[config.mk]
export PLATFORM = sky130hd
export DESIGN_NAME = rpn_stack_calculator
export DESIGN_NICKNAME = d
export VERILOG_FILES = /design/src/hw/rtl/rpn_pkg.sv /design/src/hw/rtl/rpn_divider.sv /design/src/hw/rtl/rpn_datapath.sv /design/src/hw/rtl/rpn_sequencer.sv /design/src/hw/rtl/rpn_stack_calculator.sv
export SDC_FILE = /design/constraint.sdc
export NUM_CORES = 2
export LEC_CHECK = 0
export ABC_AREA = 1
export BUFFER_PORTS_ARGS = -buffer_cell sky130_fd_sc_hd__buf_2
export CAP_MARGIN = 20
export CORE_ASPECT_RATIO = 0.7
export CORE_MARGIN = 2
export CORE_UTILIZATION = 30
export CTS_CLUSTER_DIAMETER = 80
export DETAILED_ROUTE_END_ITERATION = 6
export PLACE_DENSITY = 0.49
export SKIP_CTS_REPAIR_TIMING = 1
export SLEW_MARGIN = 20
export SYNTH_ARGS = -nofsm -noshare
export SYNTH_HDL_FRONTEND = slang
export SYNTH_SLANG_ARGS = --single-unit
export TNS_END_PERCENT = 100
[constraint.sdc]
create_clock -name clk -period 9.52 [get_ports clk]
set_input_delay 2.38 -clock clk [delete_from_list [all_inputs] [get_ports clk]]
set_output_delay 2.38 -clock clk [all_outputs]
set_load 0.05 [all_outputs]
[src/hw/rtl/rpn_pkg.sv]
`timescale 1ns / 1ps
// ----------------------------------------------------------------------------
// rpn_pkg
// Shared types, codes, microcode table and helpers of the RPN stack calculator.
// ----------------------------------------------------------------------------
package rpn_pkg;

  localparam int STACK_DEPTH = 4;
  localparam int WORD_W      = 32;
  localparam int UADDR_W     = 5;
  localparam int DIV_STEPS   = 31;
  localparam int DIV_CNT_W   = 5;

  localparam logic [2:0] OP_PUSH = 3'd0;
  localparam logic [2:0] OP_ADD  = 3'd1;
  localparam logic [2:0] OP_SUB  = 3'd2;
  localparam logic [2:0] OP_MUL  = 3'd3;
  localparam logic [2:0] OP_DIV  = 3'd4;

  localparam logic [1:0] ST_OK    = 2'd0;
  localparam logic [1:0] ST_FULL  = 2'd1;
  localparam logic [1:0] ST_UNDER = 2'd2;
  localparam logic [1:0] ST_DIV0  = 2'd3;

  localparam logic [UADDR_W-1:0] UA_IDLE     = 5'd0;
  localparam logic [UADDR_W-1:0] UA_PUSH     = 5'd1;
  localparam logic [UADDR_W-1:0] UA_POP_B    = 5'd2;
  localparam logic [UADDR_W-1:0] UA_LD_B     = 5'd3;
  localparam logic [UADDR_W-1:0] UA_POP_A    = 5'd4;
  localparam logic [UADDR_W-1:0] UA_LD_A     = 5'd5;
  localparam logic [UADDR_W-1:0] UA_ADD      = 5'd6;
  localparam logic [UADDR_W-1:0] UA_SUB      = 5'd7;
  localparam logic [UADDR_W-1:0] UA_MUL      = 5'd8;
  localparam logic [UADDR_W-1:0] UA_MUL_SAT  = 5'd9;
  localparam logic [UADDR_W-1:0] UA_DIV      = 5'd10;
  localparam logic [UADDR_W-1:0] UA_DIV_GO   = 5'd11;
  localparam logic [UADDR_W-1:0] UA_DIV_WAIT = 5'd12;
  localparam logic [UADDR_W-1:0] UA_DIV_LD   = 5'd13;
  localparam logic [UADDR_W-1:0] UA_PUSH_R   = 5'd14;
  localparam logic [UADDR_W-1:0] UA_RD_TOP   = 5'd15;
  localparam logic [UADDR_W-1:0] UA_EMIT     = 5'd16;
  localparam logic [UADDR_W-1:0] UA_DIV0     = 5'd17;

  typedef enum logic [3:0] {
    DP_NOP,
    DP_LATCH,
    DP_PUSH_IN,
    DP_POP,
    DP_LOAD_B,
    DP_LOAD_A,
    DP_ADD,
    DP_SUB,
    DP_MUL,
    DP_MUL_SAT,
    DP_DIV_START,
    DP_DIV_LOAD,
    DP_PUSH_R,
    DP_SET_DIV0,
    DP_READ_TOP,
    DP_EMIT
  } dp_op_t;

  typedef enum logic [2:0] {
    J_NEXT,
    J_GOTO,
    J_DISPATCH,
    J_OPSEL,
    J_IF_BZERO,
    J_IF_DIV_BUSY
  } jump_t;

  typedef struct packed {
    dp_op_t              op;
    jump_t               jmp;
    logic [UADDR_W-1:0]  target;
  } ucode_t;

  typedef struct packed {
    logic b_zero;
    logic div_busy;
  } dp_flags_t;

  typedef enum logic [1:0] {
    DIV_IDLE,
    DIV_PREP,
    DIV_RUN,
    DIV_DONE
  } div_state_t;

  function automatic ucode_t ucode_rom(input logic [UADDR_W-1:0] addr);
    ucode_t w;
    w = '{op: DP_NOP, jmp: J_GOTO, target: UA_IDLE};
    unique case (addr)
      UA_IDLE:     w = '{op: DP_LATCH,     jmp: J_DISPATCH,    target: UA_IDLE};
      UA_PUSH:     w = '{op: DP_PUSH_IN,   jmp: J_GOTO,        target: UA_RD_TOP};
      UA_POP_B:    w = '{op: DP_POP,       jmp: J_NEXT,        target: UA_IDLE};
      UA_LD_B:     w = '{op: DP_LOAD_B,    jmp: J_NEXT,        target: UA_IDLE};
      UA_POP_A:    w = '{op: DP_POP,       jmp: J_NEXT,        target: UA_IDLE};
      UA_LD_A:     w = '{op: DP_LOAD_A,    jmp: J_OPSEL,       target: UA_IDLE};
      UA_ADD:      w = '{op: DP_ADD,       jmp: J_GOTO,        target: UA_PUSH_R};
      UA_SUB:      w = '{op: DP_SUB,       jmp: J_GOTO,        target: UA_PUSH_R};
      UA_MUL:      w = '{op: DP_MUL,       jmp: J_NEXT,        target: UA_IDLE};
      UA_MUL_SAT:  w = '{op: DP_MUL_SAT,   jmp: J_GOTO,        target: UA_PUSH_R};
      UA_DIV:      w = '{op: DP_NOP,       jmp: J_IF_BZERO,    target: UA_DIV0};
      UA_DIV_GO:   w = '{op: DP_DIV_START, jmp: J_NEXT,        target: UA_IDLE};
      UA_DIV_WAIT: w = '{op: DP_NOP,       jmp: J_IF_DIV_BUSY, target: UA_DIV_WAIT};
      UA_DIV_LD:   w = '{op: DP_DIV_LOAD,  jmp: J_NEXT,        target: UA_IDLE};
      UA_PUSH_R:   w = '{op: DP_PUSH_R,    jmp: J_NEXT,        target: UA_IDLE};
      UA_RD_TOP:   w = '{op: DP_READ_TOP,  jmp: J_NEXT,        target: UA_IDLE};
      UA_EMIT:     w = '{op: DP_EMIT,      jmp: J_GOTO,        target: UA_IDLE};
      UA_DIV0:     w = '{op: DP_SET_DIV0,  jmp: J_GOTO,        target: UA_RD_TOP};
      default:     w = '{op: DP_NOP,       jmp: J_GOTO,        target: UA_IDLE};
    endcase
    return w;
  endfunction

  function automatic logic [UADDR_W-1:0] entry_addr(input logic [2:0] op);
    logic [UADDR_W-1:0] a;
    a = UA_RD_TOP;
    unique case (op) inside
      OP_PUSH:                        a = UA_PUSH;
      OP_ADD, OP_SUB, OP_MUL, OP_DIV: a = UA_POP_B;
      default:                        a = UA_RD_TOP;
    endcase
    return a;
  endfunction

  function automatic logic [UADDR_W-1:0] op_addr(input logic [2:0] op);
    logic [UADDR_W-1:0] a;
    a = UA_RD_TOP;
    unique case (op)
      OP_ADD:  a = UA_ADD;
      OP_SUB:  a = UA_SUB;
      OP_MUL:  a = UA_MUL;
      OP_DIV:  a = UA_DIV;
      default: a = UA_RD_TOP;
    endcase
    return a;
  endfunction

  function automatic logic [WORD_W-1:0] sat32(input logic [63:0] v);
    logic fits;
    fits = (&v[63:31]) || !(|v[63:31]);
    if (fits) begin
      return v[31:0];
    end else if (v[63]) begin
      return 32'h8000_0000;
    end else begin
      return 32'h7fff_ffff;
    end
  endfunction

endpackage

[src/hw/rtl/rpn_divider.sv]
`timescale 1ns / 1ps
// ----------------------------------------------------------------------------
// rpn_divider
// Iterative signed Q16.16 divider, one quotient bit per cycle, saturating.
// ----------------------------------------------------------------------------
module rpn_divider (
  input  logic               clk,
  input  logic               rst,
  input  logic               start,
  input  logic signed [31:0] a,
  input  logic signed [31:0] b,
  output logic               busy,
  output logic signed [31:0] quot
);

  rpn_pkg::div_state_t state, state_next;

  logic [31:0] ua;
  logic [31:0] ub;
  logic        neg;
  logic        ovf;
  logic [31:0] rem;
  logic [30:0] dvd;
  logic [30:0] quo;
  logic [rpn_pkg::DIV_CNT_W-1:0] cnt;

  logic        load_en;
  logic        prep_en;
  logic        run_en;
  logic        done_en;
  logic [32:0] partial;
  logic [32:0] trial;
  logic        take;
  logic [31:0] mag;

  always_comb begin
    state_next = state;
    unique case (state)
      rpn_pkg::DIV_IDLE: if (start) state_next = rpn_pkg::DIV_PREP;
      rpn_pkg::DIV_PREP: state_next = rpn_pkg::DIV_RUN;
      rpn_pkg::DIV_RUN:  if (cnt == '0) state_next = rpn_pkg::DIV_DONE;
      rpn_pkg::DIV_DONE: state_next = rpn_pkg::DIV_IDLE;
      default:           state_next = rpn_pkg::DIV_IDLE;
    endcase
  end

  always_comb begin
    busy    = (state != rpn_pkg::DIV_IDLE);
    load_en = (state == rpn_pkg::DIV_IDLE) && start;
    prep_en = (state == rpn_pkg::DIV_PREP);
    run_en  = (state == rpn_pkg::DIV_RUN);
    done_en = (state == rpn_pkg::DIV_DONE);
  end

  always_ff @(posedge clk) begin
    if (rst) begin
      state <= rpn_pkg::DIV_IDLE;
    end else begin
      state <= state_next;
    end
  end

  assign partial = {rem, dvd[30]};
  assign trial   = partial - {1'b0, ub};
  assign take    = (partial >= {1'b0, ub});
  assign mag     = {1'b0, quo};

  always_ff @(posedge clk) begin
    if (rst) begin
      cnt <= '0;
    end else if (prep_en) begin
      cnt <= rpn_pkg::DIV_CNT_W'(rpn_pkg::DIV_STEPS - 1);
    end else if (run_en) begin
      cnt <= cnt - 1'b1;
    end
  end

  always_ff @(posedge clk) begin
    if (load_en) begin
      ua  <= a[31] ? 32'(-a) : a;
      ub  <= b[31] ? 32'(-b) : b;
      neg <= a[31] ^ b[31];
    end
    if (prep_en) begin
      ovf <= {15'd0, ua[31:15]} >= ub;
      rem <= {15'd0, ua[31:15]};
      dvd <= {ua[14:0], 16'd0};
      quo <= '0;
    end
    if (run_en) begin
      rem <= take ? trial[31:0] : partial[31:0];
      quo <= {quo[29:0], take};
      dvd <= {dvd[29:0], 1'b0};
    end
    if (done_en) begin
      if (ovf) begin
        quot <= neg ? 32'sh8000_0000 : 32'sh7fff_ffff;
      end else begin
        quot <= neg ? -$signed(mag) : $signed(mag);
      end
    end
  end

endmodule

[src/hw/rtl/rpn_datapath.sv]
`timescale 1ns / 1ps
// ----------------------------------------------------------------------------
// rpn_datapath
// Stack memory, fill count, operand registers, ALU and result register.
// ----------------------------------------------------------------------------
module rpn_datapath #(
  parameter int STACK_DEPTH = rpn_pkg::STACK_DEPTH
) (
  input  logic               clk,
  input  logic               rst,
  input  rpn_pkg::dp_op_t    op,
  input  logic signed [31:0] value,
  output rpn_pkg::dp_flags_t flags,
  output logic               done,
  output logic [1:0]         status,
  output logic [2:0]         depth,
  output logic signed [31:0] top_value
);

  localparam int AW = (STACK_DEPTH > 1) ? $clog2(STACK_DEPTH) : 1;
  localparam int CW = $clog2(STACK_DEPTH + 1);

  logic [31:0] mem [STACK_DEPTH];
  logic [31:0] rdata;

  logic [CW-1:0]      count;
  logic [CW-1:0]      cnt_dec;
  logic [CW+2:0]      cnt_ext;
  logic               full;
  logic               empty;
  logic               zflag;
  logic [1:0]         stat;
  logic signed [31:0] val;
  logic signed [31:0] a_reg;
  logic signed [31:0] b_reg;
  logic signed [31:0] r_reg;
  logic signed [63:0] prod;
  logic signed [63:0] prod_sh;
  logic signed [32:0] sum;
  logic signed [32:0] diff;
  logic signed [31:0] quot;
  logic               div_busy;

  logic               we;
  logic               re;
  logic [AW-1:0]      waddr;
  logic [AW-1:0]      raddr;
  logic [31:0]        wdata;

  assign full    = (count == CW'(STACK_DEPTH));
  assign empty   = (count == '0);
  assign cnt_dec = count - CW'(1);
  assign cnt_ext = (CW+3)'(count);
  assign waddr   = count[AW-1:0];
  assign raddr   = cnt_dec[AW-1:0];
  assign we      = ((op == rpn_pkg::DP_PUSH_IN) || (op == rpn_pkg::DP_PUSH_R)) && !full;
  assign wdata   = (op == rpn_pkg::DP_PUSH_IN) ? val : r_reg;
  assign re      = ((op == rpn_pkg::DP_POP) || (op == rpn_pkg::DP_READ_TOP)) && !empty;

  assign sum     = $signed({a_reg[31], a_reg}) + $signed({b_reg[31], b_reg});
  assign diff    = $signed({a_reg[31], a_reg}) - $signed({b_reg[31], b_reg});
  assign prod_sh = prod >>> 16;

  assign flags.b_zero   = (b_reg == '0);
  assign flags.div_busy = div_busy;

  rpn_divider u_div (
    .clk   (clk),
    .rst   (rst),
    .start (op == rpn_pkg::DP_DIV_START),
    .a     (a_reg),
    .b     (b_reg),
    .busy  (div_busy),
    .quot  (quot)
  );

  always_ff @(posedge clk) begin
    if (we) begin
      mem[waddr] <= wdata;
    end
    if (re) begin
      rdata <= mem[raddr];
    end
  end

  always_ff @(posedge clk) begin
    if (rst) begin
      count <= '0;
      done  <= 1'b0;
    end else begin
      done <= (op == rpn_pkg::DP_EMIT);
      case (op)
        rpn_pkg::DP_PUSH_IN,
        rpn_pkg::DP_PUSH_R: if (!full) count <= count + CW'(1);
        rpn_pkg::DP_POP:    if (!empty) count <= cnt_dec;
        default:            count <= count;
      endcase
    end
  end

  always_ff @(posedge clk) begin
    case (op)
      rpn_pkg::DP_LATCH: begin
        val  <= value;
        stat <= rpn_pkg::ST_OK;
      end
      rpn_pkg::DP_PUSH_IN: begin
        if (full) stat <= rpn_pkg::ST_FULL;
      end
      rpn_pkg::DP_POP: begin
        zflag <= empty;
        if (empty) stat <= rpn_pkg::ST_UNDER;
      end
      rpn_pkg::DP_LOAD_B:   b_reg <= zflag ? '0 : rdata;
      rpn_pkg::DP_LOAD_A:   a_reg <= zflag ? '0 : rdata;
      rpn_pkg::DP_ADD:      r_reg <= rpn_pkg::sat32({{31{sum[32]}}, sum});
      rpn_pkg::DP_SUB:      r_reg <= rpn_pkg::sat32({{31{diff[32]}}, diff});
      rpn_pkg::DP_MUL:      prod  <= 64'(a_reg) * 64'(b_reg);
      rpn_pkg::DP_MUL_SAT:  r_reg <= rpn_pkg::sat32(prod_sh);
      rpn_pkg::DP_DIV_LOAD: r_reg <= quot;
      rpn_pkg::DP_SET_DIV0: stat  <= rpn_pkg::ST_DIV0;
      rpn_pkg::DP_READ_TOP: zflag <= empty;
      rpn_pkg::DP_EMIT: begin
        status    <= stat;
        depth     <= cnt_ext[2:0];
        top_value <= zflag ? '0 : rdata;
      end
      default: ;
    endcase
  end

endmodule

[src/hw/rtl/rpn_sequencer.sv]
`timescale 1ns / 1ps
// ----------------------------------------------------------------------------
// rpn_sequencer
// Microprogram counter, opcode latch and jump logic over the control ROM.
// ----------------------------------------------------------------------------
module rpn_sequencer (
  input  logic               clk,
  input  logic               rst,
  input  logic               start,
  input  logic [2:0]         opcode,
  input  rpn_pkg::dp_flags_t flags,
  output logic               busy,
  output rpn_pkg::dp_op_t    op
);

  logic [rpn_pkg::UADDR_W-1:0] pc, pc_next;
  logic [2:0]                  op_reg;
  rpn_pkg::ucode_t             word;
  logic                        accept;

  assign word   = rpn_pkg::ucode_rom(pc);
  assign accept = start && (pc == rpn_pkg::UA_IDLE);

  always_comb begin
    pc_next = pc;
    unique case (word.jmp)
      rpn_pkg::J_NEXT:        pc_next = pc + 1'b1;
      rpn_pkg::J_GOTO:        pc_next = word.target;
      rpn_pkg::J_DISPATCH:    pc_next = start ? rpn_pkg::entry_addr(opcode) : pc;
      rpn_pkg::J_OPSEL:       pc_next = rpn_pkg::op_addr(op_reg);
      rpn_pkg::J_IF_BZERO:    pc_next = flags.b_zero ? word.target : pc + 1'b1;
      rpn_pkg::J_IF_DIV_BUSY: pc_next = flags.div_busy ? word.target : pc + 1'b1;
      default:                pc_next = rpn_pkg::UA_IDLE;
    endcase
  end

  always_comb begin
    busy = (pc != rpn_pkg::UA_IDLE);
    op   = ((word.jmp == rpn_pkg::J_DISPATCH) && !start) ? rpn_pkg::DP_NOP : word.op;
  end

  always_ff @(posedge clk) begin
    if (rst) begin
      pc <= rpn_pkg::UA_IDLE;
    end else begin
      pc <= pc_next;
    end
  end

  always_ff @(posedge clk) begin
    if (accept) begin
      op_reg <= opcode;
    end
  end

endmodule

[src/hw/rtl/rpn_stack_calculator.sv]
`timescale 1ns / 1ps
// ----------------------------------------------------------------------------
// rpn_stack_calculator
// Reverse Polish calculator stack of signed Q16.16 words, microcoded control.
// ----------------------------------------------------------------------------
// Usage:
//   Drive opcode and value with start high; the word is taken at a clock edge
//   where start is high and busy is low. busy stays high until the microcode
//   returns to its idle step.
//   Each word yields one result: done is high for exactly one cycle while
//   status, depth and top_value hold it. The receiver cannot stall; results
//   are never held back.
//   Push, undefined opcodes, add, subtract, multiply and divide by zero run
//   through microcode steps alone from accept to done; divide also waits on
//   the iterative divider, which resolves one quotient bit per cycle over 31
//   steps plus setup and sign fix.
//   A new word may be started in the cycle done is high.
//   Reset clears the stack fill count and returns the microcode to idle.
// ----------------------------------------------------------------------------
module rpn_stack_calculator #(
  parameter int STACK_DEPTH = rpn_pkg::STACK_DEPTH
) (
  input  logic               clk,
  input  logic               rst,
  input  logic               start,
  input  logic [2:0]         opcode,
  input  logic signed [31:0] value,
  output logic               busy,
  output logic               done,
  output logic [1:0]         status,
  output logic [2:0]         depth,
  output logic signed [31:0] top_value
);

  rpn_pkg::dp_op_t    op;
  rpn_pkg::dp_flags_t flags;

  rpn_sequencer u_seq (
    .clk    (clk),
    .rst    (rst),
    .start  (start),
    .opcode (opcode),
    .flags  (flags),
    .busy   (busy),
    .op     (op)
  );

  rpn_datapath #(
    .STACK_DEPTH (STACK_DEPTH)
  ) u_dp (
    .clk       (clk),
    .rst       (rst),
    .op        (op),
    .value     (value),
    .flags     (flags),
    .done      (done),
    .status    (status),
    .depth     (depth),
    .top_value (top_value)
  );

endmodule

==> impl_metrics.tcl <==
set metrics [dict create \
    synth_warnings 0 \
    synth_edf_count 555 \
    worstMarginPinSlew_ns 1.19 \
    fmaxAchievable_mhz 111 \
    largest_reg_flops 128 \
    largest_register "u_dp.mem" \
    coreArea_sq_mm 0.232 \
    crit_family "adder cells" \
    crit_top_cell "fa_1" \
    cts_tree "built" \
    wl_per_cell_um 23.2 \
    grt_pass1_vias 54300 \
    fillers 24400 \
    nNetsFinal 9679 \
    drt_pre_antenna_iters 7 \
    first_iter_violations 6681 \
    cp.arrival_ns 9.47 \
    whs_path_depth 0 \
    crit_path_start_kind "flop" \
    layout_commonest_cell "inv_1" \
    ioPinCount 77 \
    htreeDepth 3 \
    path_depth 23 \
    num_vias 54800 \
    ys_ff_latch 582 \
    worst_clock_skew_ns 0.0468 \
    rows 148 \
    end_kind "flop" \
    finalSetupViolCount 0 \
    hp-class "reg2reg" \
    cp_num_buf_inv 6 \
    crit_chain "nand2_1 -> inv_1 -> fa_1 -> fa_1 -> fa_1 -> buf_4 -> fa_1 -> inv_1 -> fa_1 -> inv_1 -> fa_1 -> fa_1 -> fa_1 -> ha_1 -> nand2_1 -> nor2_1 -> inv_1 -> nor2_1 -> inv_1 -> nor2_1 -> nand4_1 -> nand3_1 -> xor2_1" \
    die_area_sq_mm 0.237 \
    overflow 0 \
    area_growth_syn_to_layout_pct 9.43 \
    grt_usage 0.224 \
    critPathKind "reg2reg" \
    port_buffers 76 \
    initial_core_util 0.301 \
    synth_cells 8263 \
    hold_violations 0 \
    layout_common_cells "inv_1 (2,034), nand2_1 (1,932), fa_1 (1,084)" \
    die_y_um 408 \
    antenna_found_initial 7 \
    routed_wl_um 264000 \
    cts_buffer_depth 3 \
    setup_tns_ns 0 \
    gp_congestion 1.01 \
    drive_above_1_share 0.0563 \
    slew_viol_final 0 \
    timing.final.crit_share 0.944 \
    seq_area_frac_synth 0.247 \
    max_stage_delay_ns 0.90 \
    r2r_slack_ns 0.53 \
    clk_pin_slew_worst_paths_ns 0.06 \
    clockRootBuffer "clkbuf_16" \
    top_regs "u_dp.mem (128), u_dp.prod (48)" \
    required_ns 10.00 \
    hpwl_um 217000 \
    die_w_um 580 \
    ant_nets 0 \
    grt_max_degree 79 \
    period_minus_slack_ns 8.99 \
    synth_cell_types 57 \
    cap_violations 0 \
    max_slew_margin 0.209 \
    worst_path_max_delay_cell "fa_1" \
    cts_num_sinks 582 \
    crit_fanout 13 \
    rsz0062_at_grt "no" \
    synthArstFlopShare 0 \
    syn_nets 9701 \
    clk-insertion-delay-late_ns 0.67 \
    via_per_inst 4.82 \
    drcViolationCount 2 \
    violations "DRC" \
    cts_made_buffers 67 \
    avgSynthCellArea_sq_um 8.45 \
    syn_area_sq_mm 0.0698 \
    synthFlopType "edfxtp_1" \
    grt_pass1_wl_um 388000 \
    status "complete, but fails checks" \
    rr_worst_depth 23 \
]
-- metrics by stage --
stage	hold slack [ns]	instances	instance area (sq um)	util	worst slack [ns]
after floorplan	0.400	8263	69800	-	1.76
after global placement	0.425	11200	74100	0.319	0.539
after detailed placement	0.420	11200	74200	0.320	0.460
after CTS	0.426	11400	76300	0.329	0.431
after global routing	0.445	11400	76400	0.329	0.169
final	0.424	11400	76400	0.329	0.530
-- cell usage after synthesis, drive strengths merged, types with 2 or more instances --
library cell	count	area [sq um]
inv	2040	7660
nand2	1947	7350
fa	1084	21700
nor2	646	2470
edfxtp	555	16700
ha	316	3950
o21ai	284	1440
clkbuf	280	1050
a21oi	242	1220
nand3	231	1170
xor2	162	1420
buf	74	440
nand4	57	378
nor3	48	250
xnor2	41	359
o22ai	36	225
mux2	32	360
a31oi	27	169
dfxtp	27	541
nor4	27	169
o21bai	19	143
a21o	16	120
o21a	12	90.1
a21boi	10	86.3
or2	9	56.3
nand3b	6	45.0
o211ai	6	45.0
a211oi	5	37.5
and2	4	25.0
and3	4	25.0
o31ai	4	30.0
a221oi	3	26.3
clkinv	2	7.51
o2111ai	2	17.5
-- routing by layer --
layer | up-vias | share of wire | global-route usage | routed length (um)
li1 | 24600 | - | - | -
met1 | 27600 | 0.50 | 0.366 | 133000
met2 | 2354 | 0.37 | 0.288 | 98400
met3 | 195 | 0.11 | 0.0606 | 28200
met4 | 4 | 0.016 | 0.0344 | 4260
met5 | - | 0.00010 | 0 | 27
-- worst register-to-register path, cell delays in order (launching register included) --
cell	delay, ns
edfxtp_1	0.63
nand2_1	0.20
inv_1	0.11
fa_1	0.60
fa_1	0.47
fa_1	0.67
buf_4	0.27
fa_1	0.90
inv_1	0.44
fa_1	0.65
inv_1	0.08
fa_1	0.56
fa_1	0.44
fa_1	0.47
ha_1	0.50
nand2_1	0.12
nor2_1	0.12
inv_1	0.11
nor2_1	0.15
inv_1	0.08
nor2_1	0.42
nand4_1	0.42
nand3_1	0.22
xor2_1	0.21
-- layout make-up --
type,instances,area [sq um],share of cell area
Tap cell,3075,3850,0.0504
Inverter,2042,7660,0.100
Antenna cell,4,10.0,0.000131
Multi-Input combinational cell,5285,43500,0.570
Sequential cell,582,17200,0.225
Clock inverter,42,373,0.00488
Clock buffer,75,1730,0.0226
Timing Repair Buffer,263,1990,0.0261
-- kinds of logic (layout without fill, tap and decap cells) --
family | after synthesis | in the layout | share of synthesized area
and+or+nand+nor | 2980 | 2980 | 0.171
buffers and inverters | 2396 | 2422 | 0.131
adders and majority gates | 1400 | 1400 | 0.368
AOI/OAI and AO/OA | 670 | 670 | 0.0527
DFF | 582 | 582 | 0.247
xor gates and xnor gates | 203 | 203 | 0.0255
muxes | 32 | 32 | 0.00516
other | 0 | 4 | 0
-- worst paths after layout --
| check | start | endpoint |
|---|---|---|
| hold / removal | u_dp.stat[0] | u_dp.status[0] |
| setup / recovery | u_dp.a_reg[31] | u_dp.prod[53] |
| setup reg to reg | u_dp.a_reg[31] | u_dp.prod[53] |
| hold reg to reg | u_dp.stat[0] | u_dp.status[0] |
Power is left out: the tool's default activity adds up to more than one toggle a clock period on the data nets, which glitch-free logic cannot reach.
